==> src/hw/rtl/masd_pkg.sv <==
// Package: shared types and constants for the moving-average slew display block.
`default_nettype none

package masd_pkg;

    // Field widths
    localparam int VAL_W     = 16;
    localparam int DISP_W    = 10;
    localparam int CNT_W     = 8;
    localparam int CFG_W     = 10;
    localparam int CFG_IDX_W = 1;
    localparam int STEP_W    = 4;

    // Default window length
    localparam int WINDOW_LEN_DEF = 12;

    // Request commands
    localparam logic CMD_SAMPLE = 1'b0;
    localparam logic CMD_TICK   = 1'b1;

    // Configuration register indexes
    localparam logic [CFG_IDX_W-1:0] REG_AVERAGE_INTERVAL = 1'd0;
    localparam logic [CFG_IDX_W-1:0] REG_DISPLAY_LIMIT    = 1'd1;

    // Configuration reset values
    localparam logic [CNT_W-1:0]  AVG_INTERVAL_RST = 8'd100;
    localparam logic [DISP_W-1:0] DISP_LIMIT_RST   = 10'd532;

    // Target scaling: floor(avg * 3500 / 1024)
    localparam int                SCALE_PROD_W = 28;
    localparam logic [11:0]       SCALE_MUL    = 12'd3500;
    localparam int                SCALE_SHIFT  = 10;

    // Slew control
    localparam logic [DISP_W-1:0] BIG_GAP   = 10'd100;
    localparam logic [STEP_W-1:0] BIG_STEP  = 4'd12;
    localparam logic [CNT_W-1:0]  FAST_RATE = 8'd70;
    localparam logic [CNT_W-1:0]  SLOW_RATE = 8'd200;

    // Divide by ten for gaps up to 100: (x * 205) >> 11
    localparam int               DIV10_IN_W  = 7;
    localparam int               DIV10_PROD_W = 15;
    localparam logic [7:0]       DIV10_MUL   = 8'd205;
    localparam int               DIV10_SHIFT = 11;

    typedef struct packed {
        logic             command;
        logic [VAL_W-1:0] sample;
    } masd_in_t;

    typedef struct packed {
        logic [DISP_W-1:0] shown_value;
        logic [VAL_W-1:0]  window_average;
    } masd_out_t;

endpackage

`default_nettype wire

==> src/hw/rtl/moving_average_slew_display.sv <==
// Top level: moving-average window and slew-limited display stepper.
// Path from request acceptance to result valid: input register, window stage, scaling stage,
// display stage into the result register. Throughput: one request per cycle when unstalled.
// Stages advance independently, so bubbles close up; the critical paths are the running-sum
// add with the reciprocal multiply and the x3500 scale.
// Reset (rst_n, async, active low): state clears, interval 100, limit 532, pipeline empties.
`default_nettype none

module moving_average_slew_display #(
    parameter int WINDOW_LEN = masd_pkg::WINDOW_LEN_DEF
) (
    input  wire logic                                clk,
    input  wire logic                                rst_n,
    // request channel
    input  wire logic                                item_valid,
    output logic                                     item_stall,
    input  wire masd_pkg::masd_in_t                  item,
    // result channel
    output logic                                     result_valid,
    input  wire logic                                result_stall,
    output masd_pkg::masd_out_t                      result,
    // configuration write port
    input  wire logic                                cfg_write_en,
    input  wire logic [masd_pkg::CFG_IDX_W-1:0]      cfg_index,
    input  wire logic [masd_pkg::CFG_W-1:0]          cfg_data
);
    import masd_pkg::*;

    // Derived sizes for the window sum and the divide by WINDOW_LEN
    localparam int LEN_LOG   = $clog2(WINDOW_LEN);
    localparam int SUM_W     = VAL_W + LEN_LOG;
    localparam int DIV_SHIFT = SUM_W + LEN_LOG;
    localparam int RECIP_W   = SUM_W + 2;
    localparam int AVG_PROD_W = SUM_W + RECIP_W;
    localparam logic [RECIP_W-1:0] RECIP = RECIP_W'(
        ((64'd1 << DIV_SHIFT) + 64'(WINDOW_LEN) - 64'd1) / 64'(WINDOW_LEN));

    // Configuration registers
    logic [CNT_W-1:0]  interval_reg;
    logic [DISP_W-1:0] limit_reg;

    // Pipeline occupancy and moves
    logic v0_reg, v1_reg, v2_reg, v3_reg;
    logic mv1, mv2, mv3, acc;

    // Stage payloads
    masd_in_t          item_reg;
    logic              r1_tick_reg;
    logic              r2_tick_reg;
    logic [VAL_W-1:0]  r2_avg_reg;
    logic [DISP_W-1:0] r2_target_reg;
    masd_out_t         result_reg;

    // Averaging state
    logic [VAL_W-1:0]  latest_reg;
    logic [VAL_W-1:0]  win_reg [WINDOW_LEN];
    logic [SUM_W-1:0]  sum_reg;
    logic [VAL_W-1:0]  avg_reg;
    logic [CNT_W-1:0]  acnt_reg;

    // Display state
    logic [DISP_W-1:0] disp_reg;
    logic [CNT_W-1:0]  dcnt_reg;
    logic [CNT_W-1:0]  rate_reg;

    // Handshake and stage moves
    assign mv3 = v2_reg && (!v3_reg || !result_stall);
    assign mv2 = v1_reg && (!v2_reg || mv3);
    assign mv1 = v0_reg && (!v1_reg || mv2);
    assign item_stall = v0_reg && !mv1;
    assign acc = item_valid && !item_stall;
    assign result_valid = v3_reg;
    assign result = result_reg;

    // Configuration writes
    always_ff @(posedge clk or negedge rst_n)
    begin
        if (!rst_n)
        begin
            interval_reg <= AVG_INTERVAL_RST;
            limit_reg    <= DISP_LIMIT_RST;
        end
        else if (cfg_write_en)
        begin
            unique case (cfg_index)
                REG_AVERAGE_INTERVAL: interval_reg <= cfg_data[CNT_W-1:0];
                REG_DISPLAY_LIMIT:    limit_reg    <= cfg_data[DISP_W-1:0];
            endcase
        end
    end

    // Occupancy bits
    always_ff @(posedge clk or negedge rst_n)
    begin
        if (!rst_n)
        begin
            v0_reg <= 1'b0;
            v1_reg <= 1'b0;
            v2_reg <= 1'b0;
            v3_reg <= 1'b0;
        end
        else
        begin
            if (acc)
                v0_reg <= 1'b1;
            else if (mv1)
                v0_reg <= 1'b0;
            if (mv1)
                v1_reg <= 1'b1;
            else if (mv2)
                v1_reg <= 1'b0;
            if (mv2)
                v2_reg <= 1'b1;
            else if (mv3)
                v2_reg <= 1'b0;
            if (mv3)
                v3_reg <= 1'b1;
            else if (!result_stall)
                v3_reg <= 1'b0;
        end
    end

    // Input register
    always_ff @(posedge clk)
    begin
        if (acc)
            item_reg <= item;
    end

    // Window stage: counter, running sum, divide by WINDOW_LEN via reciprocal
    logic                  tick_a;
    logic [CNT_W-1:0]      acnt_inc;
    logic                  advance_a;
    logic [SUM_W-1:0]      sum_next;
    logic [AVG_PROD_W-1:0] avg_prod;
    logic [VAL_W-1:0]      avg_calc;

    assign tick_a    = item_reg.command == CMD_TICK;
    assign acnt_inc  = acnt_reg + CNT_W'(1);
    assign advance_a = tick_a && (acnt_inc > interval_reg);
    assign sum_next  = sum_reg - SUM_W'(win_reg[0]) + SUM_W'(latest_reg);
    assign avg_prod  = AVG_PROD_W'(sum_next) * AVG_PROD_W'(RECIP);
    assign avg_calc  = avg_prod[DIV_SHIFT +: VAL_W];

    always_ff @(posedge clk or negedge rst_n)
    begin
        if (!rst_n)
        begin
            latest_reg <= '0;
            sum_reg    <= '0;
            avg_reg    <= '0;
            acnt_reg   <= '0;
            for (int k = 0; k < WINDOW_LEN; k++)
                win_reg[k] <= '0;
        end
        else if (mv1)
        begin
            if (!tick_a)
                latest_reg <= item_reg.sample;
            else if (advance_a)
            begin
                acnt_reg <= '0;
                sum_reg  <= sum_next;
                avg_reg  <= avg_calc;
                for (int k = 0; k < WINDOW_LEN - 1; k++)
                    win_reg[k] <= win_reg[k + 1];
                win_reg[WINDOW_LEN - 1] <= latest_reg;
            end
            else
                acnt_reg <= acnt_inc;
        end
    end

    always_ff @(posedge clk)
    begin
        if (mv1)
            r1_tick_reg <= tick_a;
    end

    // Scaling stage: target = min(floor(avg * 3500 / 1024), limit)
    logic [SCALE_PROD_W-1:0]             scale_prod;
    logic [SCALE_PROD_W-SCALE_SHIFT-1:0] target_raw;
    logic [DISP_W-1:0]                   target_b;

    assign scale_prod = SCALE_PROD_W'(avg_reg) * SCALE_PROD_W'(SCALE_MUL);
    assign target_raw = scale_prod[SCALE_PROD_W-1:SCALE_SHIFT];
    assign target_b   = (target_raw > (SCALE_PROD_W-SCALE_SHIFT)'(limit_reg))
                        ? limit_reg : target_raw[DISP_W-1:0];

    always_ff @(posedge clk)
    begin
        if (mv2)
        begin
            r2_tick_reg   <= r1_tick_reg;
            r2_avg_reg    <= avg_reg;
            r2_target_reg <= target_b;
        end
    end

    // Display stage: slew toward target
    logic [CNT_W-1:0]        dcnt_inc;
    logic                    dstep;
    logic                    above, below;
    logic [DISP_W-1:0]       gap;
    logic                    big;
    logic [DIV10_PROD_W-1:0] div10_prod;
    logic [STEP_W-1:0]       small_q;
    logic [STEP_W-1:0]       step;
    logic [STEP_W-1:0]       down;
    logic [DISP_W-1:0]       disp_step;
    logic                    do_move;
    logic [DISP_W-1:0]       disp_next;

    assign dcnt_inc   = dcnt_reg + CNT_W'(1);
    assign dstep      = r2_tick_reg && (dcnt_inc > rate_reg);
    assign above      = disp_reg > r2_target_reg;
    assign below      = disp_reg < r2_target_reg;
    assign gap        = above ? (disp_reg - r2_target_reg) : (r2_target_reg - disp_reg);
    assign big        = gap > BIG_GAP;
    // gap is at most 100 whenever the quotient is used
    assign div10_prod = DIV10_PROD_W'(gap[DIV10_IN_W-1:0]) * DIV10_PROD_W'(DIV10_MUL);
    assign small_q    = div10_prod[DIV10_SHIFT +: STEP_W];
    assign step       = big ? BIG_STEP : small_q + STEP_W'(1);
    // downward steps are halved plus one; they never pass the target
    assign down       = {1'b0, step[STEP_W-1:1]} + STEP_W'(1);
    assign disp_step  = above ? (disp_reg - DISP_W'(down)) : (disp_reg + DISP_W'(step));
    assign do_move    = dstep && (above || below);
    assign disp_next  = do_move ? disp_step : disp_reg;

    always_ff @(posedge clk or negedge rst_n)
    begin
        if (!rst_n)
        begin
            disp_reg <= '0;
            dcnt_reg <= '0;
            rate_reg <= '0;
        end
        else if (mv3 && r2_tick_reg)
        begin
            dcnt_reg <= dstep ? '0 : dcnt_inc;
            if (do_move)
            begin
                disp_reg <= disp_step;
                rate_reg <= big ? FAST_RATE : SLOW_RATE;
            end
        end
    end

    // Result register
    always_ff @(posedge clk)
    begin
        if (mv3)
        begin
            result_reg.shown_value    <= disp_next;
            result_reg.window_average <= r2_avg_reg;
        end
    end

    // Checks
    a_accept_fills: assert property (@(posedge clk) disable iff (!rst_n)
        item_valid && !item_stall |=> v0_reg)
        else $error("accepted request not held in input register");

    a_empty_no_stall: assert property (@(posedge clk) disable iff (!rst_n)
        !v0_reg |-> !item_stall)
        else $error("stall raised with empty input register");

    a_dcnt_bound: assert property (@(posedge clk) disable iff (!rst_n)
        dcnt_reg <= rate_reg)
        else $error("display tick count above display rate");

    a_result_drains: assert property (@(posedge clk) disable iff (!rst_n)
        v3_reg && !result_stall && !v2_reg |=> !v3_reg)
        else $error("taken result not cleared");

endmodule

`default_nettype wire

==> config.mk <==
export PLATFORM = sky130hd
export DESIGN_NAME = moving_average_slew_display
export DESIGN_NICKNAME = d
export VERILOG_FILES = /design/src/hw/rtl/masd_pkg.sv /design/src/hw/rtl/moving_average_slew_display.sv
export SDC_FILE = /design/constraint.sdc
export NUM_CORES = 1
export LEC_CHECK = 0
export BUFFER_PORTS_ARGS = -buffer_cell sky130_fd_sc_hd__buf_4
export CORE_UTILIZATION = 32
export CTS_CLUSTER_SIZE = 12
export DETAILED_ROUTE_END_ITERATION = 12
export SYNTH_ARGS = -nofsm -noshare
export SYNTH_HDL_FRONTEND = slang
export SYNTH_SLANG_ARGS = --single-unit
==> constraint.sdc <==
create_clock -name clk -period 21.1 [get_ports clk]
set_clock_uncertainty 0.15 [all_clocks]
set_input_delay 3.165 -clock clk [delete_from_list [all_inputs] [get_ports clk]]
set_output_delay 3.165 -clock clk [all_outputs]
set_load 0.05 [all_outputs]
# == Yosys cells after proc, flatten, opt, wreduce, memory -nomap -nowiden ==
# Index checks and enable logic that the tools add are counted.
# classes
n_addsub,10
mul,3
magnitude_cmp,6
eq_ne,1
mux,16
bitwise_logic,2
n_reduce_logical,28
# ops
cell,n
two-way mux 10 bit,4
"multiplier 20 x 20 -> 39 bit, second input constant",1
"multiplier 16 x 10 -> 26 bit, second input constant",1
two-way mux 8 bit,3
adder 20 x 16 -> 20 bit,1
subtractor 10 bit,2
subtractor 20 x 16 -> 20 bit,1
greater-than comparator 18 x 10 -> 1 bit,1
"adder 8 x 1 -> 8 bit, second input constant",2
greater-than comparator 8 bit,2
"multiplier 7 x 8 -> 15 bit, second input constant",1
adder 10 x 4 -> 10 bit,1
greater-than comparator 10 bit,1
"greater-than comparator 10 x 7 -> 1 bit, second input constant",1
< comparator 10 bit,1
AND reduction 2 bit,5
subtractor 10 x 4 -> 10 bit,1
logical AND 1 bit,9
two-way mux 1 bit,8
zero test 1 bit,6
nonzero test 2 bit,3
"adder 3 x 1 -> 4 bit, second input constant",1
"adder 4 x 1 -> 4 bit, second input constant",1
logical OR 1 bit,4
4 further kinds,5
# word_totals
ff_bits,371
inputBits,33
output_inout_bits,28

# == Logic depth before layout (Yosys ltp) ==
# depth
depth_word,12
mapped_depth,43
ltp_nobuf,42

# == Worst setup path after synthesis ==
# OpenSTA, ideal clock, no wires.
# synth_timing
path_type,reg-to-reg
startpoint,register latest_reg[1]
endpoint,register avg_reg[15]
setup_ns,0.129
arrival_time_ns,8.579
slack_ns,12.242
stages_incl_launch_ff,37
n_path_buf,0
cell_sequence,dfrtp_1 > inv_1 > fa_1 > inv_1 > fa_1 > a21o_1 > a21oi_1 > o21bai_1 > a21oi_1 > a21oi_1 > a31oi_1 > a31o_2 > o2111ai_1 > a21oi_1 > xor2_1 > inv_1 > ha_1 > ha_1 > fa_1 > fa_1 > fa_1 > inv_1 > fa_1 > inv_1 > ha_1 > ha_1 > o211ai_1 > nor2_1 > o2111ai_1 > o211ai_1 > a31oi_1 > o2111ai_1 > a31oi_1 > o21bai_1 > xnor2_1 > xnor2_1 > o21ai_1
# synth_between
elab_chain_cells,2
# synth_rtl
item,line,rtl
start: declaration,moving_average_slew_display.sv:55,logic [VAL_W-1:0] latest_reg;
start signal: assignment,moving_average_slew_display.sv:159,latest_reg <= item_reg.sample;
adder 20 x 16 -> 20 bit,moving_average_slew_display.sv:141,assign sum_next = sum_reg - SUM_W'(win_reg[0]) + SUM_W'(latest_reg);
via sum_next[18],moving_average_slew_display.sv:134,logic [SUM_W-1:0] sum_next;
multiplier 20 x 20 -> 39 bit,moving_average_slew_display.sv:142,assign avg_prod = AVG_PROD_W'(sum_next) * AVG_PROD_W'(RECIP);
end signal: assignment,moving_average_slew_display.sv:164,avg_reg <= avg_calc;
end: declaration,moving_average_slew_display.sv:58,logic [VAL_W-1:0] avg_reg;
# The timed path passes the listed nets, and every way through them passes these cells.
# A chain may end at the register's enable or synchronous reset.

# == Worst setup path after layout ==
# Ends and elaborated chain as after synthesis.

==> run_summary.xml <==
<?xml version="1.0" encoding="UTF-8"?>
<metrics>
  <group name="route">
    <metric name="drt_wl_total" unit="µm">55880</metric>
    <metric name="drt-initial-drc-count" unit="">1189</metric>
    <metric name="wire_per_inst" unit="µm">13.84</metric>
    <metric name="drt_drc_violations_left" unit="">0</metric>
    <metric name="detailedRoute.firstPassIterationCount" unit="">5</metric>
    <metric name="overall_via_count_from_detail_route" unit="">18300</metric>
    <metric name="drt-vias-per-instance" unit="">4.533</metric>
    <metric name="drt.antenna.violating_nets" unit="">0</metric>
  </group>
  <group name="timing">
    <metric name="finalHoldViolations" unit="">0</metric>
    <metric name="finalCritPeriodShare" unit="%">47.16</metric>
    <metric name="setup_viol_count_final" unit="">0</metric>
    <metric name="totalNegativeSetupSlack" unit="ns">0</metric>
    <metric name="achievable-frequency" unit="MHz">100.5</metric>
    <metric name="worst_slew_margin_rel" unit="%">22.57</metric>
    <metric name="finalMaxSlewViolations" unit="">0</metric>
    <metric name="final_period_minus_worst_setup_slack" unit="ns">9.950</metric>
    <metric name="max_slew.worst_pin.slew" unit="ns">1.161</metric>
    <metric name="rsz0062_at_grt" unit="">no</metric>
    <metric name="timing.hold.ws" unit="ns">0.2614</metric>
    <metric name="final_critical_path_setup_slack" unit="ns">11.15</metric>
  </group>
  <group name="synthesis">
    <metric name="synthDistinctLibCells" unit="">69</metric>
    <metric name="synth_warnings" unit="">0</metric>
    <metric name="seq_area_frac_synth" unit="%">34.57</metric>
    <metric name="synth-main-ff-cell" unit="">sky130_fd_sc_hd__dfrtp_1</metric>
    <metric name="syn_nets" unit="">3448</metric>
    <metric name="post_synth.cell_area_avg" unit="µm²">9.790</metric>
    <metric name="postSynthRegisterBits" unit="">366</metric>
    <metric name="post_synth_instance_area" unit="µm²">27540</metric>
    <metric name="async_reset_ff_share" unit="%">80.60</metric>
    <metric name="synthesis.instances" unit="">2813</metric>
    <metric name="synth-edff-count" unit="">71</metric>
  </group>
  <group name="floorplan">
    <metric name="die_span_in_x" unit="µm">295.4</metric>
    <metric name="dieArea" unit="µm²">87240</metric>
    <metric name="core_area" unit="µm²">85150</metric>
    <metric name="initial_standard_cell_utilization_of_the_core" unit="%">32.34</metric>
    <metric name="die_h" unit="µm">295.4</metric>
    <metric name="pin_count" unit="">61</metric>
    <metric name="number_of_rows_in_the_core_area" unit="">107</metric>
  </group>
  <group name="cts">
    <metric name="cts_resized" unit="">0</metric>
    <metric name="clkSinkCount" unit="">366</metric>
    <metric name="ctsLongestPathBuffers" unit="">3</metric>
    <metric name="clock_insertion_delay_worst_skew" unit="ns">0.58</metric>
    <metric name="cts_buffers" unit="">43</metric>
    <metric name="cts.htree.levels" unit="">2</metric>
    <metric name="cts.repair_timing.setup_buffer_count" unit="">0</metric>
    <metric name="clk_root_buffer_cell" unit="">sky130_fd_sc_hd__clkbuf_16</metric>
    <metric name="clk_pin_slew_worst_paths" unit="ns">0.06</metric>
    <metric name="cts_hold_buffers" unit="">0</metric>
    <metric name="cts_tree" unit="">done</metric>
  </group>
  <group name="outcome">
    <metric name="status" unit="">finished, final reports clean</metric>
  </group>
  <group name="placed_design">
    <metric name="dp_slack" unit="ns">11.13</metric>
    <metric name="gp_congestion" unit="">0.9119</metric>
    <metric name="number_of_cells_after_detailed_placement" unit="">3957</metric>
    <metric name="post_detail_place_hpwl" unit="µm">42510</metric>
    <metric name="place.port_buffers" unit="">60</metric>
  </group>
  <group name="worst_setup_path">
    <metric name="setup.worst_path.class" unit="">reg2reg</metric>
    <metric name="cp-end-kind" unit="">register</metric>
    <metric name="critical-path-max-stage-delay" unit="ns">0.54</metric>
    <metric name="startpoint_type" unit="">register</metric>
    <metric name="setup.reg_to_reg.worst_slack" unit="ns">11.15</metric>
    <metric name="critical_path.slowest_cell" unit="">sky130_fd_sc_hd__fa_1</metric>
    <metric name="timing.critical_path.required" unit="ns">21.40</metric>
    <metric name="maximum_fanout_along_the_worst_path" unit="">5</metric>
    <metric name="critPathArrivalTime" unit="ns">10.26</metric>
  </group>
  <group name="grt">
    <metric name="first_global_vias" unit="">18430</metric>
    <metric name="grt-ovfl-total" unit="">0</metric>
    <metric name="grt_usage" unit="%">13.19</metric>
    <metric name="antenna_found_initial" unit="">4</metric>
    <metric name="first_pass_grt_wire_length" unit="µm">94060</metric>
    <metric name="grt_start_max_net_pins" unit="">236</metric>
  </group>
  <group name="layout">
    <metric name="final_nets" unit="">3493</metric>
    <metric name="final-instance-count-excl-fill" unit="">4036</metric>
    <metric name="largest_register_ff_count" unit="">192</metric>
    <metric name="num-fill-cells" unit="">8652</metric>
    <metric name="area.sequential" unit="µm²">9522</metric>
    <metric name="most-common-layout-cells" unit="">sky130_fd_sc_hd__nand2_1, sky130_fd_sc_hd__inv_1, sky130_fd_sc_hd__ha_1</metric>
    <metric name="area_growth_syn_to_layout" unit="%">11.31</metric>
    <metric name="footprint_of_the_multi_input_gates" unit="µm²">15990</metric>
    <metric name="mostFrequentLayoutCell" unit="">sky130_fd_sc_hd__nand2_1</metric>
    <metric name="drive_above_1_share" unit="%">6.881</metric>
    <metric name="antennaDiodeCount" unit="">0</metric>
  </group>
  <group name="run">
    <metric name="max_cap_viol_count" unit="">0</metric>
  </group>
  <group name="worst_hold_path">
    <metric name="hold_class" unit="">reg2reg</metric>
  </group>
</metrics>
==> logic make-up after synthesis <==
logic type                 after synthesis  synth area share [%]
and+or+nand+nor                        865                 13.01
AOI/OAI and AO/OA                      315                 7.074
DFF                                    366                 34.57
buffers and inverters                  539                 7.410
muxes                                   45                 1.822
adders and majority gates              602                 33.54
xor gates and xnor gates                81                 2.576
==> critical path, delay by kind of cell, from the launching register on <==
kind            cells  cell delay (ns)
compound gates     16             3.28
xor+xnor            3             0.74
fa+ha+maj          10             4.60
buf+inv             7             0.63
flops               1             0.34
simple gates        1             0.09
==> metrics by stage <==
| stage | instance area [µm²] | utilization, % |
|---|---|---|
| after floorplan | 27540 | - |
| after global placement | 29260 | 34.37 |
| after detailed placement | 29260 | 34.37 |
| after CTS | 30660 | 36.00 |
| after global routing | 30660 | 36.00 |
| final | 30660 | 36.00 |
==> area by class of cell <==
| cell class | count | share of cell area (%) |
|---|---|---|
| multi-input combinational | 1908 | 52.16 |
| sequential | 366 | 31.06 |
| clock inverter | 16 | 0.5959 |
| timing repair buffer | 70 | 1.820 |
| clock buffer | 63 | 3.951 |
| inverter | 469 | 5.743 |
| tap | 1144 | 4.669 |
==> metal layers <==
metal	global-route usage, %	wire length [µm]	up-vias
met3	1.767	1901	75
met4	3.677	1217	8
met2	21.06	25540	242
met1	18.65	27170	8856
met5	0	41	-
li1	-	-	9116
==> Yosys cell counts, types with 12 or more instances <==
library cell | n | area [µm²]
sky130_fd_sc_hd__fa_1 | 227 | 4544
sky130_fd_sc_hd__nand4_1 | 16 | 100.1
sky130_fd_sc_hd__a211oi_1 | 13 | 97.59
sky130_fd_sc_hd__clkbuf_1 | 58 | 217.7
sky130_fd_sc_hd__dfrtp_1 | 289 | 7232
sky130_fd_sc_hd__a21oi_1 | 63 | 315.3
sky130_fd_sc_hd__o21ai_0 | 117 | 585.6
sky130_fd_sc_hd__inv_1 | 469 | 1760
sky130_fd_sc_hd__ha_1 | 375 | 4692
sky130_fd_sc_hd__xor2_1 | 32 | 280.3
sky130_fd_sc_hd__a31oi_1 | 14 | 87.58
sky130_fd_sc_hd__nand3_1 | 33 | 165.2
sky130_fd_sc_hd__nor2_1 | 52 | 195.2
sky130_fd_sc_hd__mux2_2 | 39 | 439.2
sky130_fd_sc_hd__nand2_1 | 664 | 2492
sky130_fd_sc_hd__o21a_1 | 12 | 90.09
sky130_fd_sc_hd__edfxtp_1 | 71 | 2132
sky130_fd_sc_hd__a21o_1 | 27 | 202.7
sky130_fd_sc_hd__nor3_1 | 25 | 125.1
sky130_fd_sc_hd__xnor2_1 | 49 | 429.2
sky130_fd_sc_hd__nand2b_1 | 20 | 125.1
sky130_fd_sc_hd__and2_1 | 12 | 75.07
==> final timing paths <==
path	from	endpoint	depth (start not counted)
worst max-delay path	latest_reg[1]	avg_reg[15]	37
worst min-delay path	r2_avg_reg[9]	result[9]	0
max in group asynchronous	rst_n	sum_reg[17]	2
worst min register to register	r2_avg_reg[9]	result[9]	0
min in group asynchronous	rst_n	win_reg[84]	1
worst max register to register	latest_reg[1]	avg_reg[15]	37
Power is not shown: default switching activity piles up to over one toggle a cycle in this logic, so the estimate is an artifact.
